==> config.mk <==
export PLATFORM = sky130hd
export DESIGN_NAME = dns_question_name_encoder_core
export DESIGN_NICKNAME = d
export VERILOG_FILES = /design/src/rtl/dnsqe_pkg.sv /design/src/rtl/dnsqe_ram.sv /design/src/rtl/dnsqe_packer.sv /design/src/rtl/dns_question_name_encoder_core.sv
export SDC_FILE = /design/constraint.sdc
export NUM_CORES = 1
export LEC_CHECK = 0
export BUFFER_PORTS_ARGS = -buffer_cell sky130_fd_sc_hd__buf_2
export CORE_MARGIN = 4
export CORE_UTILIZATION = 45
export DETAILED_ROUTE_END_ITERATION = 8
export HOLD_SLACK_MARGIN = 0.06
export SKIP_CTS_REPAIR_TIMING = 1
export SLEW_MARGIN = 20
export SYNTH_ARGS = -nofsm -noshare
export SYNTH_HDL_FRONTEND = slang
export SYNTH_HIERARCHICAL = 1
export SYNTH_SLANG_ARGS = --single-unit
export TNS_END_PERCENT = 5
==> constraint.sdc <==
create_clock -name clk -period 4.5 [get_ports clk]
set_clock_uncertainty 0.2 [all_clocks]
set_input_delay 0.9 -clock clk [delete_from_list [all_inputs] [get_ports clk]]
set_output_delay 0.9 -clock clk [all_outputs]
set_load 0.1 [all_outputs]
==> src/rtl/dnsqe_pkg.sv <==
// ----------------------------------------------------------------------------
// dnsqe_pkg
// Shared types and constants for the DNS question name encoder.
// ----------------------------------------------------------------------------
`default_nettype none

package dnsqe_pkg;

	localparam int CFG_INDEX_W = 8;
	localparam int CFG_DATA_W  = 16;

	// Configuration register indexes
	localparam logic [CFG_INDEX_W-1:0] REG_QUERY_TYPE  = 8'd0;
	localparam logic [CFG_INDEX_W-1:0] REG_QUERY_CLASS = 8'd1;

	// Special characters of the dotted name
	localparam logic [7:0] CHAR_DOT = 8'd46;
	localparam logic [7:0] CHAR_END = 8'd0;

	// Byte sequencer phases
	typedef enum logic [2:0] {
		G_IDLE,
		G_LEN,
		G_DATA,
		G_ROOT,
		G_TYPE_HI,
		G_TYPE_LO,
		G_CLASS_HI,
		G_CLASS_LO
	} gen_state_t;

	// One encoded byte on its way to the packer
	typedef struct packed {
		logic [7:0] data;
		logic       last;   // last byte caused by the input item
		logic       done;   // byte belongs to a finished question
	} enc_byte_t;

endpackage

`default_nettype wire

==> src/rtl/dnsqe_ram.sv <==
// ----------------------------------------------------------------------------
// dnsqe_ram
// Generic single-write, single-read RAM with a registered read port.
// ----------------------------------------------------------------------------
`default_nettype none

module dnsqe_ram #(
	parameter int WIDTH = 8,
	parameter int DEPTH = 63
) (
	input  wire logic                                          clk,
	input  wire logic                                          we,
	input  wire logic [((DEPTH > 1) ? $clog2(DEPTH) : 1)-1:0] waddr,
	input  wire logic [WIDTH-1:0]                              wdata,
	input  wire logic                                          re,
	input  wire logic [((DEPTH > 1) ? $clog2(DEPTH) : 1)-1:0] raddr,
	output      logic [WIDTH-1:0]                              rdata
);

	logic [WIDTH-1:0] mem_q [DEPTH];
	logic [WIDTH-1:0] rdata_q;

	always_ff @(posedge clk) begin
		if (we) begin
			mem_q[waddr] <= wdata;
		end
		if (re) begin
			rdata_q <= mem_q[raddr];
		end
	end

	assign rdata = rdata_q;

endmodule

`default_nettype wire

==> src/rtl/dnsqe_packer.sv <==
// ----------------------------------------------------------------------------
// dnsqe_packer
// Pairs encoded bytes into two-byte result items behind an output register.
// ----------------------------------------------------------------------------
`default_nettype none

module dnsqe_packer (
	input  wire logic                 clk,
	input  wire logic                 arst_n,
	input  wire logic                 byte_valid,
	input  wire dnsqe_pkg::enc_byte_t byte_in,
	output      logic                 byte_take,
	output      logic                 out_valid,
	input  wire logic                 out_stall,
	output      logic [7:0]           first_byte,
	output      logic [7:0]           second_byte,
	output      logic                 second_valid,
	output      logic                 run_last,
	output      logic                 question_done
);

	logic       pend_q;
	logic [7:0] pend_byte_q;
	logic       out_valid_q;
	logic [7:0] first_q;
	logic [7:0] second_q;
	logic       second_valid_q;
	logic       run_last_q;
	logic       done_q;
	logic       out_free;
	logic       emit;

	assign out_free  = !out_valid_q || !out_stall;
	// A held first byte always needs the output; a lone first byte only if it ends the run.
	assign byte_take = byte_valid && (pend_q ? out_free : (!byte_in.last || out_free));
	assign emit      = byte_take && (pend_q || byte_in.last);

	always_ff @(posedge clk or negedge arst_n) begin
		if (!arst_n) begin
			pend_q      <= 1'b0;
			out_valid_q <= 1'b0;
		end else begin
			if (byte_take) begin
				pend_q <= !pend_q && !byte_in.last;
			end
			if (emit) begin
				out_valid_q <= 1'b1;
			end else if (out_free) begin
				out_valid_q <= 1'b0;
			end
		end
	end

	always_ff @(posedge clk) begin
		if (byte_take && !pend_q) begin
			pend_byte_q <= byte_in.data;
		end
		if (emit) begin
			first_q        <= pend_q ? pend_byte_q : byte_in.data;
			second_q       <= pend_q ? byte_in.data : 8'd0;
			second_valid_q <= pend_q;
			run_last_q     <= byte_in.last;
			done_q         <= byte_in.last && byte_in.done;
		end
	end

	assign out_valid     = out_valid_q;
	assign first_byte    = first_q;
	assign second_byte   = second_q;
	assign second_valid  = second_valid_q;
	assign run_last      = run_last_q;
	assign question_done = done_q;

endmodule

`default_nettype wire

==> src/rtl/dns_question_name_encoder_core.sv <==
// ----------------------------------------------------------------------------
// dns_question_name_encoder_core
// Encodes a dotted domain name, one character per item, into DNS question form.
// ----------------------------------------------------------------------------
// An ordinary character is stored while the label has room and gives no result.
// A dot keeps the input stalled while its label is read out, and a terminator
// also while the root, type and class bytes follow; label bytes leave the RAM's
// single read port one per cycle while the packer takes them. Each byte passes
// from the sequencer through the stage-1 register to the packer, whose output
// register holds the result items. Reset clears the count, sequencer and output
// register and sets both query codes to 1; the label RAM needs no clearing pass.
`default_nettype none

module dns_question_name_encoder_core #(
	parameter int LABEL_MAX = 63
) (
	input  wire logic                                 clk,
	input  wire logic                                 arst_n,
	// character input
	input  wire logic                                 in_valid,
	output      logic                                 in_stall,
	input  wire logic [7:0]                           name_char,
	// encoded output
	output      logic                                 out_valid,
	input  wire logic                                 out_stall,
	output      logic [7:0]                           first_byte,
	output      logic [7:0]                           second_byte,
	output      logic                                 second_valid,
	output      logic                                 run_last,
	output      logic                                 question_done,
	// configuration writes
	input  wire logic                                 cfg_valid,
	output      logic                                 cfg_ready,
	input  wire logic [dnsqe_pkg::CFG_INDEX_W-1:0]    cfg_index,
	input  wire logic [dnsqe_pkg::CFG_DATA_W-1:0]     cfg_data
);

	// Count width holds LABEL_MAX itself; the address width covers the RAM depth.
	localparam int CW = $clog2(LABEL_MAX + 1);
	localparam int AW = (LABEL_MAX > 1) ? $clog2(LABEL_MAX) : 1;

	// Configuration registers. The port never holds a write off.
	logic [15:0] query_type_q;
	logic [15:0] query_class_q;

	assign cfg_ready = 1'b1;

	always_ff @(posedge clk or negedge arst_n) begin
		if (!arst_n) begin
			query_type_q  <= 16'd1;
			query_class_q <= 16'd1;
		end else if (cfg_valid && cfg_ready) begin
			unique case (cfg_index)
				dnsqe_pkg::REG_QUERY_TYPE:  query_type_q  <= cfg_data;
				dnsqe_pkg::REG_QUERY_CLASS: query_class_q <= cfg_data;
				default: ;
			endcase
		end
	end

	// Sequencer state. While a label is being read out the input is stalled,
	// so the RAM write port (filling) and read port (emptying) never overlap.
	dnsqe_pkg::gen_state_t state_q, state_d;
	logic [CW-1:0] count_q;      // characters held for the label being filled
	logic [CW-1:0] run_cnt_q;    // length of the label being read out
	logic [CW-1:0] idx_q;        // next label byte to read
	logic          run_done_q;   // current run was started by the terminator

	logic in_accept;
	logic is_dot;
	logic is_end;
	logic advance;
	logic idx_is_last;

	// Descriptor of the byte produced this cycle by the sequencer
	logic       gen_ram;
	logic [7:0] gen_data;
	logic       gen_last;

	// Stage 1: byte waiting for the packer; label bytes come from RAM read data.
	logic       s1_valid_s1;
	logic       ram_sel_s1;
	logic [7:0] const_s1;
	logic       last_s1;
	logic       done_s1;

	logic                  ram_we;
	logic                  ram_re;
	logic [7:0]            ram_rdata;
	logic                  byte_take;
	dnsqe_pkg::enc_byte_t  byte_s1;

	assign in_stall    = (state_q != dnsqe_pkg::G_IDLE);
	assign in_accept   = in_valid && !in_stall;
	assign is_dot      = (name_char == dnsqe_pkg::CHAR_DOT);
	assign is_end      = (name_char == dnsqe_pkg::CHAR_END);
	assign advance     = !s1_valid_s1 || byte_take;
	assign idx_is_last = ((idx_q + CW'(1)) == run_cnt_q);

	// An ordinary character is kept only while the label has room; beyond that
	// it is dropped without trace.
	assign ram_we = in_accept && !is_dot && !is_end && (count_q < CW'(LABEL_MAX));
	assign ram_re = advance && (state_q == dnsqe_pkg::G_DATA);

	always_ff @(posedge clk or negedge arst_n) begin
		if (!arst_n) begin
			state_q <= dnsqe_pkg::G_IDLE;
		end else begin
			state_q <= state_d;
		end
	end

	always_comb begin
		state_d  = state_q;
		gen_ram  = 1'b0;
		gen_data = 8'd0;
		gen_last = 1'b0;
		unique case (state_q)
			dnsqe_pkg::G_IDLE: begin
				if (in_accept && is_dot) begin
					state_d = dnsqe_pkg::G_LEN;
				end else if (in_accept && is_end) begin
					// A terminator with nothing pending goes straight to the root byte.
					state_d = (count_q != '0) ? dnsqe_pkg::G_LEN : dnsqe_pkg::G_ROOT;
				end
			end
			dnsqe_pkg::G_LEN: begin
				gen_data = 8'(run_cnt_q);
				// An empty label from a dot is a lone zero length byte.
				gen_last = !run_done_q && (run_cnt_q == '0);
				if (advance) begin
					if (run_cnt_q != '0) begin
						state_d = dnsqe_pkg::G_DATA;
					end else begin
						state_d = run_done_q ? dnsqe_pkg::G_ROOT : dnsqe_pkg::G_IDLE;
					end
				end
			end
			dnsqe_pkg::G_DATA: begin
				gen_ram  = 1'b1;
				gen_last = !run_done_q && idx_is_last;
				if (advance && idx_is_last) begin
					state_d = run_done_q ? dnsqe_pkg::G_ROOT : dnsqe_pkg::G_IDLE;
				end
			end
			dnsqe_pkg::G_ROOT: begin
				gen_data = 8'd0;
				if (advance) begin
					state_d = dnsqe_pkg::G_TYPE_HI;
				end
			end
			dnsqe_pkg::G_TYPE_HI: begin
				gen_data = query_type_q[15:8];
				if (advance) begin
					state_d = dnsqe_pkg::G_TYPE_LO;
				end
			end
			dnsqe_pkg::G_TYPE_LO: begin
				gen_data = query_type_q[7:0];
				if (advance) begin
					state_d = dnsqe_pkg::G_CLASS_HI;
				end
			end
			dnsqe_pkg::G_CLASS_HI: begin
				gen_data = query_class_q[15:8];
				if (advance) begin
					state_d = dnsqe_pkg::G_CLASS_LO;
				end
			end
			dnsqe_pkg::G_CLASS_LO: begin
				gen_data = query_class_q[7:0];
				gen_last = 1'b1;
				if (advance) begin
					state_d = dnsqe_pkg::G_IDLE;
				end
			end
			default: begin
				state_d = dnsqe_pkg::G_IDLE;
			end
		endcase
	end

	// Label bookkeeping
	always_ff @(posedge clk or negedge arst_n) begin
		if (!arst_n) begin
			count_q    <= '0;
			run_cnt_q  <= '0;
			idx_q      <= '0;
			run_done_q <= 1'b0;
		end else begin
			if (in_accept && (is_dot || is_end)) begin
				run_cnt_q  <= count_q;
				run_done_q <= is_end;
				idx_q      <= '0;
				count_q    <= '0;
			end else if (ram_we) begin
				count_q <= count_q + CW'(1);
			end
			if (ram_re) begin
				idx_q <= idx_q + CW'(1);
			end
		end
	end

	// Stage 1 register. It only moves on when the packer has taken its byte,
	// and the RAM read data stays put with it since no new read is issued.
	always_ff @(posedge clk or negedge arst_n) begin
		if (!arst_n) begin
			s1_valid_s1 <= 1'b0;
		end else if (advance) begin
			s1_valid_s1 <= (state_q != dnsqe_pkg::G_IDLE);
		end
	end

	always_ff @(posedge clk) begin
		if (advance) begin
			ram_sel_s1 <= gen_ram;
			const_s1   <= gen_data;
			last_s1    <= gen_last;
			done_s1    <= run_done_q;
		end
	end

	dnsqe_ram #(
		.WIDTH (8),
		.DEPTH (LABEL_MAX)
	) u_label_ram (
		.clk   (clk),
		.we    (ram_we),
		.waddr (count_q[AW-1:0]),
		.wdata (name_char),
		.re    (ram_re),
		.raddr (idx_q[AW-1:0]),
		.rdata (ram_rdata)
	);

	assign byte_s1.data = ram_sel_s1 ? ram_rdata : const_s1;
	assign byte_s1.last = last_s1;
	assign byte_s1.done = done_s1;

	dnsqe_packer u_packer (
		.clk           (clk),
		.arst_n        (arst_n),
		.byte_valid    (s1_valid_s1),
		.byte_in       (byte_s1),
		.byte_take     (byte_take),
		.out_valid     (out_valid),
		.out_stall     (out_stall),
		.first_byte    (first_byte),
		.second_byte   (second_byte),
		.second_valid  (second_valid),
		.run_last      (run_last),
		.question_done (question_done)
	);

endmodule

`default_nettype wire

# == After elaboration in Yosys (flattened, before gate mapping) ==
# Memories as Yosys holds them, arrays and structs flattened. A register that Yosys moved wholly into a read port is not among the register bits.
# Index checks and enable logic that the tools add are counted.
# totals
n_memories,1
inputBits,37
ff_bits,95
out_inout_bits,22
word_cells,112
mem_bits_rw,504
# classes
n_addsub,2
order_cmp,1
n_mux,27
eq_ne,18
reduce_logical,43
# memory_table
name,words,width,read_ports,rd_ports_with_merged_regs,write_ports,line_no,source
u_label_ram.mem_q,63,8,1,1,1,dnsqe_ram.sv:20,logic [WIDTH-1:0] mem_q [DEPTH];
# op_table
op,count
$pmux W8 S5,1
$mux W3,9
$mux W6,4
$pmux W3 S8,1
$logic_and A1 B1 Y1,16
$logic_not A8 Y1,2
$mux W8,2
$add A6 B1 Y6 const B,2
$eq A3 B3 Y1 const B,4
$ne A2 B2 Y1 const B,6
$reduce_bool A6 Y1,2
$logic_not A1 Y1,9
$eq A8 B1 Y1 const B,1
$eq A8 B6 Y1 const B,1
$reduce_and A8 Y1,1
$eq A3 B2 Y1 const B,2
$eq A6 B6 Y1,1
$logic_not A6 Y1,1
$lt A6 B6 Y1 const B,1
$mux W1,6
$mux W2,3
$reduce_bool A2 Y1,3
$logic_or A1 B1 Y1,5
$reduce_and A2 Y1,2
other kinds (6),6

# == Logic depth before layout (Yosys ltp) ==
# depth
ltp_word,9
ltp_mapped,11

# == By module ==
# The synthesis kept the hierarchy.
# by_module_without_submodules
mod,cells_per_inst,n_inst,area_per_inst_um2
dnsqe_ram,949,1,19886.6
dns_question_name_encoder_core,294,1,3394.5
dnsqe_packer,59,1,1124.8

# == Worst setup path before layout ==
# No wires, ideal clock.
# synth_timing
path_type,input port to flip-flop
start,input name_char[5]
end,"memory u_label_ram.mem_q[34][0], enable pin"
setup_time_ps,383
setup_slack_ps,1137
t_required_ps,3917
stages,7
arrival_ps,2780
cell_sequence,and4_1 -> o21ai_0 -> nand4_1 -> inv_1 -> nor4bb_1 -> nand2_1 -> nor3_1
# synth_between
elab_chain_len,7
word_cells_on_any_way,9
# synth_rtl
item,line_no,source
"start, declared",dns_question_name_encoder_core.sv:22,"input wire logic [7:0] name_char,"
$eq A8 B6 Y1,dns_question_name_encoder_core.sv:95,assign is_dot = (name_char == dnsqe_pkg::CHAR_DOT);
$logic_not A1 Y1,dns_question_name_encoder_core.sv:102,assign ram_we = in_accept && !is_dot && !is_end && (count_q < CW'(LABEL_MAX));
$logic_and A1 B1 Y1,dns_question_name_encoder_core.sv:102,
$logic_and A1 B1 Y1 (*) (2 in a row),dns_question_name_encoder_core.sv:102,
via ram_we,dns_question_name_encoder_core.sv:87,logic ram_we;
$mux W1 (*),dnsqe_ram.sv:24,if (we) begin
$mux W1 (not written as such) (*),dnsqe_ram.sv:25,mem_q[waddr] <= wdata;
"end, declared",dnsqe_ram.sv:20,
# The timed path passes the listed nets; every way through them passes the cells marked *.

# == Final worst setup path ==
# layout_timing
start,register count_q[4]
end,"memory u_label_ram.mem_q[24][0], enable pin"
# layout_between
elab_chain_len,4
# layout_rtl
item,line_no,source
"start, declared",dns_question_name_encoder_core.sv:64,logic [CW-1:0] count_q;
"start signal, assigned",dns_question_name_encoder_core.sv:197,count_q <= count_q + CW'(1);
$lt A6 B6 Y1,dns_question_name_encoder_core.sv:102,
$logic_and A1 B1 Y1,dns_question_name_encoder_core.sv:102,
via ram_we,dns_question_name_encoder_core.sv:87,
$mux W1,dnsqe_ram.sv:24,
$mux W1 (not written as such),dnsqe_ram.sv:25,
# The timed path passes the listed nets, and every way through them passes these cells.

==> flow_summary_export.csv <==
group,metric,value,unit
status,status,"finished, final reports clean",
setup_path,worstSetupEndpointType,"flip-flop",
power_and_ir_drop,p_clk_frac,0.302,
finish,nNetsFinal,1446,
detailed_routing,drc,0,
sta,slew_headroom,0.336,
yosys,syn_area,24400,um^2
sta,worstMarginPinSlew,995,ps
place,dp_hpwl,35100,um
setup_path,r2r_cells,7,
setup_path,r2r_setup_slack,850,ps
place,placed_area,25600,um^2
setup_path,cp-startpoint,"count_q[4]",
yosys,synth_area_leaders,"edfxtp_1 68%, mux4_2 11%, dfrtp_1 5.6%, mux2_2 1.6%, nor2_1 1.3%",
power_and_ir_drop,p_int,11.3,mW
setup_path,critPathKind,"flip-flop to flip-flop",
yosys,synth_nets,1342,
floorplan,coreArea,53700,um^2
yosys,yosysWarningCount,6,
yosys,yosys.area.top_type,"edfxtp_1",
floorplan,dieArea,58000,um^2
flow_run,cap_violations,0,
sta,setup_slack,854,ps
detailed_routing,ant_nets,0,
global_route,grtUsageTotal,0.193,
sta,fin_crit_sh,0.810,
power_and_ir_drop,p_per_area,600,nW/um^2
setup_path,r2r_end,"u_label_ram/mem_q[24][0]",
sta,rsz0062_at_grt,"no",
setup_path,critPathLaunchType,"flip-flop",
sta,max_freq,274,MHz
detailed_routing,drt_iter0_drc,1381,
cts,cts.sinks,607,
power_and_ir_drop,fin_total_pwr,16.6,mW
yosys,syn_inst,1302,
global_route,grt-ovfl-total,0,
power_and_ir_drop,p_comb_frac,0.278,
global_route,grt_antenna_before_repair,2,
power_and_ir_drop,vdd_drop_max,0.000338,V
yosys,synth_top_cell_area_share,0.677,
yosys,ys_async_sr_fraction,0.0939,
sta,finalSetupTns,0,ps
sta,hold_ws,87.7,ps
sta,drv_slew,0,
cts,cts_buffer_depth,3,
detailed_routing,wire_per_inst,25.9,um
sta,hold_violations,0,
power_and_ir_drop,sw_frac_of_total,0.319,
sta,final-setup-viol-count,0,
detailed_routing,drt_wl_total,55600,um
cts,h-tree-depth,2,
place,place_inst,2039,
global_route,grt_max_degree,64,
floorplan,die_w,241,um
cts,insertion_delay,620,ps
yosys,synth.distinct_cells,66,
floorplan,rows,85,
detailed_routing,dr.pass1.iters,5,
floorplan,start_util,0.454,
sta,fin_crit,3650,ps
yosys,synth_edf_count,550,
place,pre_cts_slack,332,ps
finish,fin_cells,2152,
finish,final_cell_mix,"550 x edfxtp_1, 122 x mux4_2, 86 x nor2_1",
setup_path,crit_arrival,3680,ps
setup_path,critPathCapture,"u_label_ram/mem_q[24][0]",
finish,syn2layout_area_growth,13.0,%
cts,path_clk_slew,60,ps
finish,final_common_cell,"edfxtp_1",
yosys,syn_avg_cell_area,18.7,um^2
global_route,grt_pass1_vias,12500,
place,io_buffers,57,
finish,fin_area,27600,um^2
yosys,synthFlopType,"edfxtp_1",
setup_path,r2r_start,"count_q[4]",
yosys,synth-seq-cells,607,
power_and_ir_drop,seqPwrFrac,0.420,
detailed_routing,vias_per_cell,5.84,
finish,drive_gt1_frac,0.276,
floorplan,ios,59,
finish,utilization,0.514,
detailed_routing,vias,12600,
min_path,hp-class,"primary input to asynchronous set/reset pin",
global_route,grt_first_pass_wirelength,82800,um
power_and_ir_drop,p_leak,9.16,nW
cts,numCtsBuffers,61,
yosys,ys_seq_area_frac,0.735,
setup_path,cp_max_fo,13,
floorplan,fp.dieH,241,um
place,gp_congestion,0.826,
cts,cts_tree,"done",
cts,root_buffer,"clkbuf_16",
setup_path,crit_required,4530,ps
power_and_ir_drop,switchingPower,5.27,mW
==> cells in the mapped netlist (3+ instances only) <==
library cell and n:
mux2_2 35, o311ai_1 3, mux2i_1 30, a22o_1 12, nand3_1 32, o21ai_1 3, nor2b_1 13, a22oi_1 14
o311ai_0 3, nand2_1 74, a21oi_1 10, a31oi_1 5, a221oi_1 5, buf_6 9, buf_2 13, buf_4 7
nor4_1 5, and2_1 14, nor2_1 86, edfxtp_1 550, inv_1 10, nand4_1 5, nor3_1 13, o21ai_0 29
mux4_2 122, dfrtp_1 55, o211ai_1 6, clkbuf_1 37, o221a_2 4, xor2_1 7, ha_1 3, xnor2_1 7
mux2_4 19, nand3b_1 7, and3_1 5, nand2b_1 7, o22ai_1 7
==> power groups by stage <==
stage / registers [mW] / logic [mW] / clock network [mW]
2_1_floorplan: 7.47 / 2.89 / 0
4_1_cts: 6.97 / 4.60 / 5.11
3_5_place_dp: 7.08 / 4.59 / 0
3_3_place_gp: 7.08 / 4.57 / 0
6_report: 6.96 / 4.60 / 5.00
5_1_grt: 7.02 / 4.87 / 5.35
==> worst max-delay path: stages, from the launching register on <==
cell     delay, ps
dfrtp_1        650
and3_1         310
nand3_1         90
nand4_1        190
inv_1          350
nor2b_1        340
nand2_1        390
nor2_1         720
==> worst min path at each step <==
stage,to,depth (start not counted)
after global placement,query_class_q[15],1
final,query_type_q[6],1
after global routing,query_type_q[6],1
after floorplan,query_class_q[12],1
after detailed placement,query_class_q[8],1
after CTS,query_type_q[14],1
==> logic make-up (layout without fill, tap and decap cells) <==
group	after synthesis	count (layout)	synth area share
compound gates	115	115	0.0332
xor+xnor	14	14	0.00502
fa+ha+maj	3	3	0.00154
buf+inv	80	233	0.0179
flops	607	607	0.735
mux	206	206	0.153
other cells	1	2	0.000154
simple gates	276	276	0.0542
==> flip-flops by register name, summed over array words and instances (netlist names), 3 cells and up <==
| register | flops |
|---|---|
| const_s1 | 8 |
| idx_q | 6 |
| count_q | 6 |
| u_packer/first_byte | 8 |
| u_packer/pend_byte_q | 8 |
| u_label_ram/rdata | 8 |
| u_label_ram/mem_q | 504 |
| u_packer/second_byte | 8 |
| state_q | 3 |
| query_type_q | 16 |
| query_class_q | 16 |
| run_cnt_q | 6 |
==> metal layers <==
metal / part of all wire / wire [um] / global-route usage / vias up
met5: 0 / 0 / 0 / -
met4: 0.027 / 1500 / 0.0551 / 0
met3: 0.082 / 4540 / 0.0409 / 84
met2: 0.46 / 25600 / 0.292 / 523
met1: 0.43 / 24000 / 0.289 / 6522
li1: - / - / - / 5436
==> final cells by class <==
class / instances / area [um^2]
Clock buffer: 72 / 1600
Tap cell: 696 / 871
Fill cell: 4282 / 26100
Timing Repair Buffer: 111 / 718
Multi-Input combinational cell: 615 / 6020
Antenna cell: 1 / 2.50
Inverter: 10 / 37.5
Clock inverter: 40 / 384
Sequential cell: 607 / 18000
Note: power is estimated with default switching activity, not from simulation.
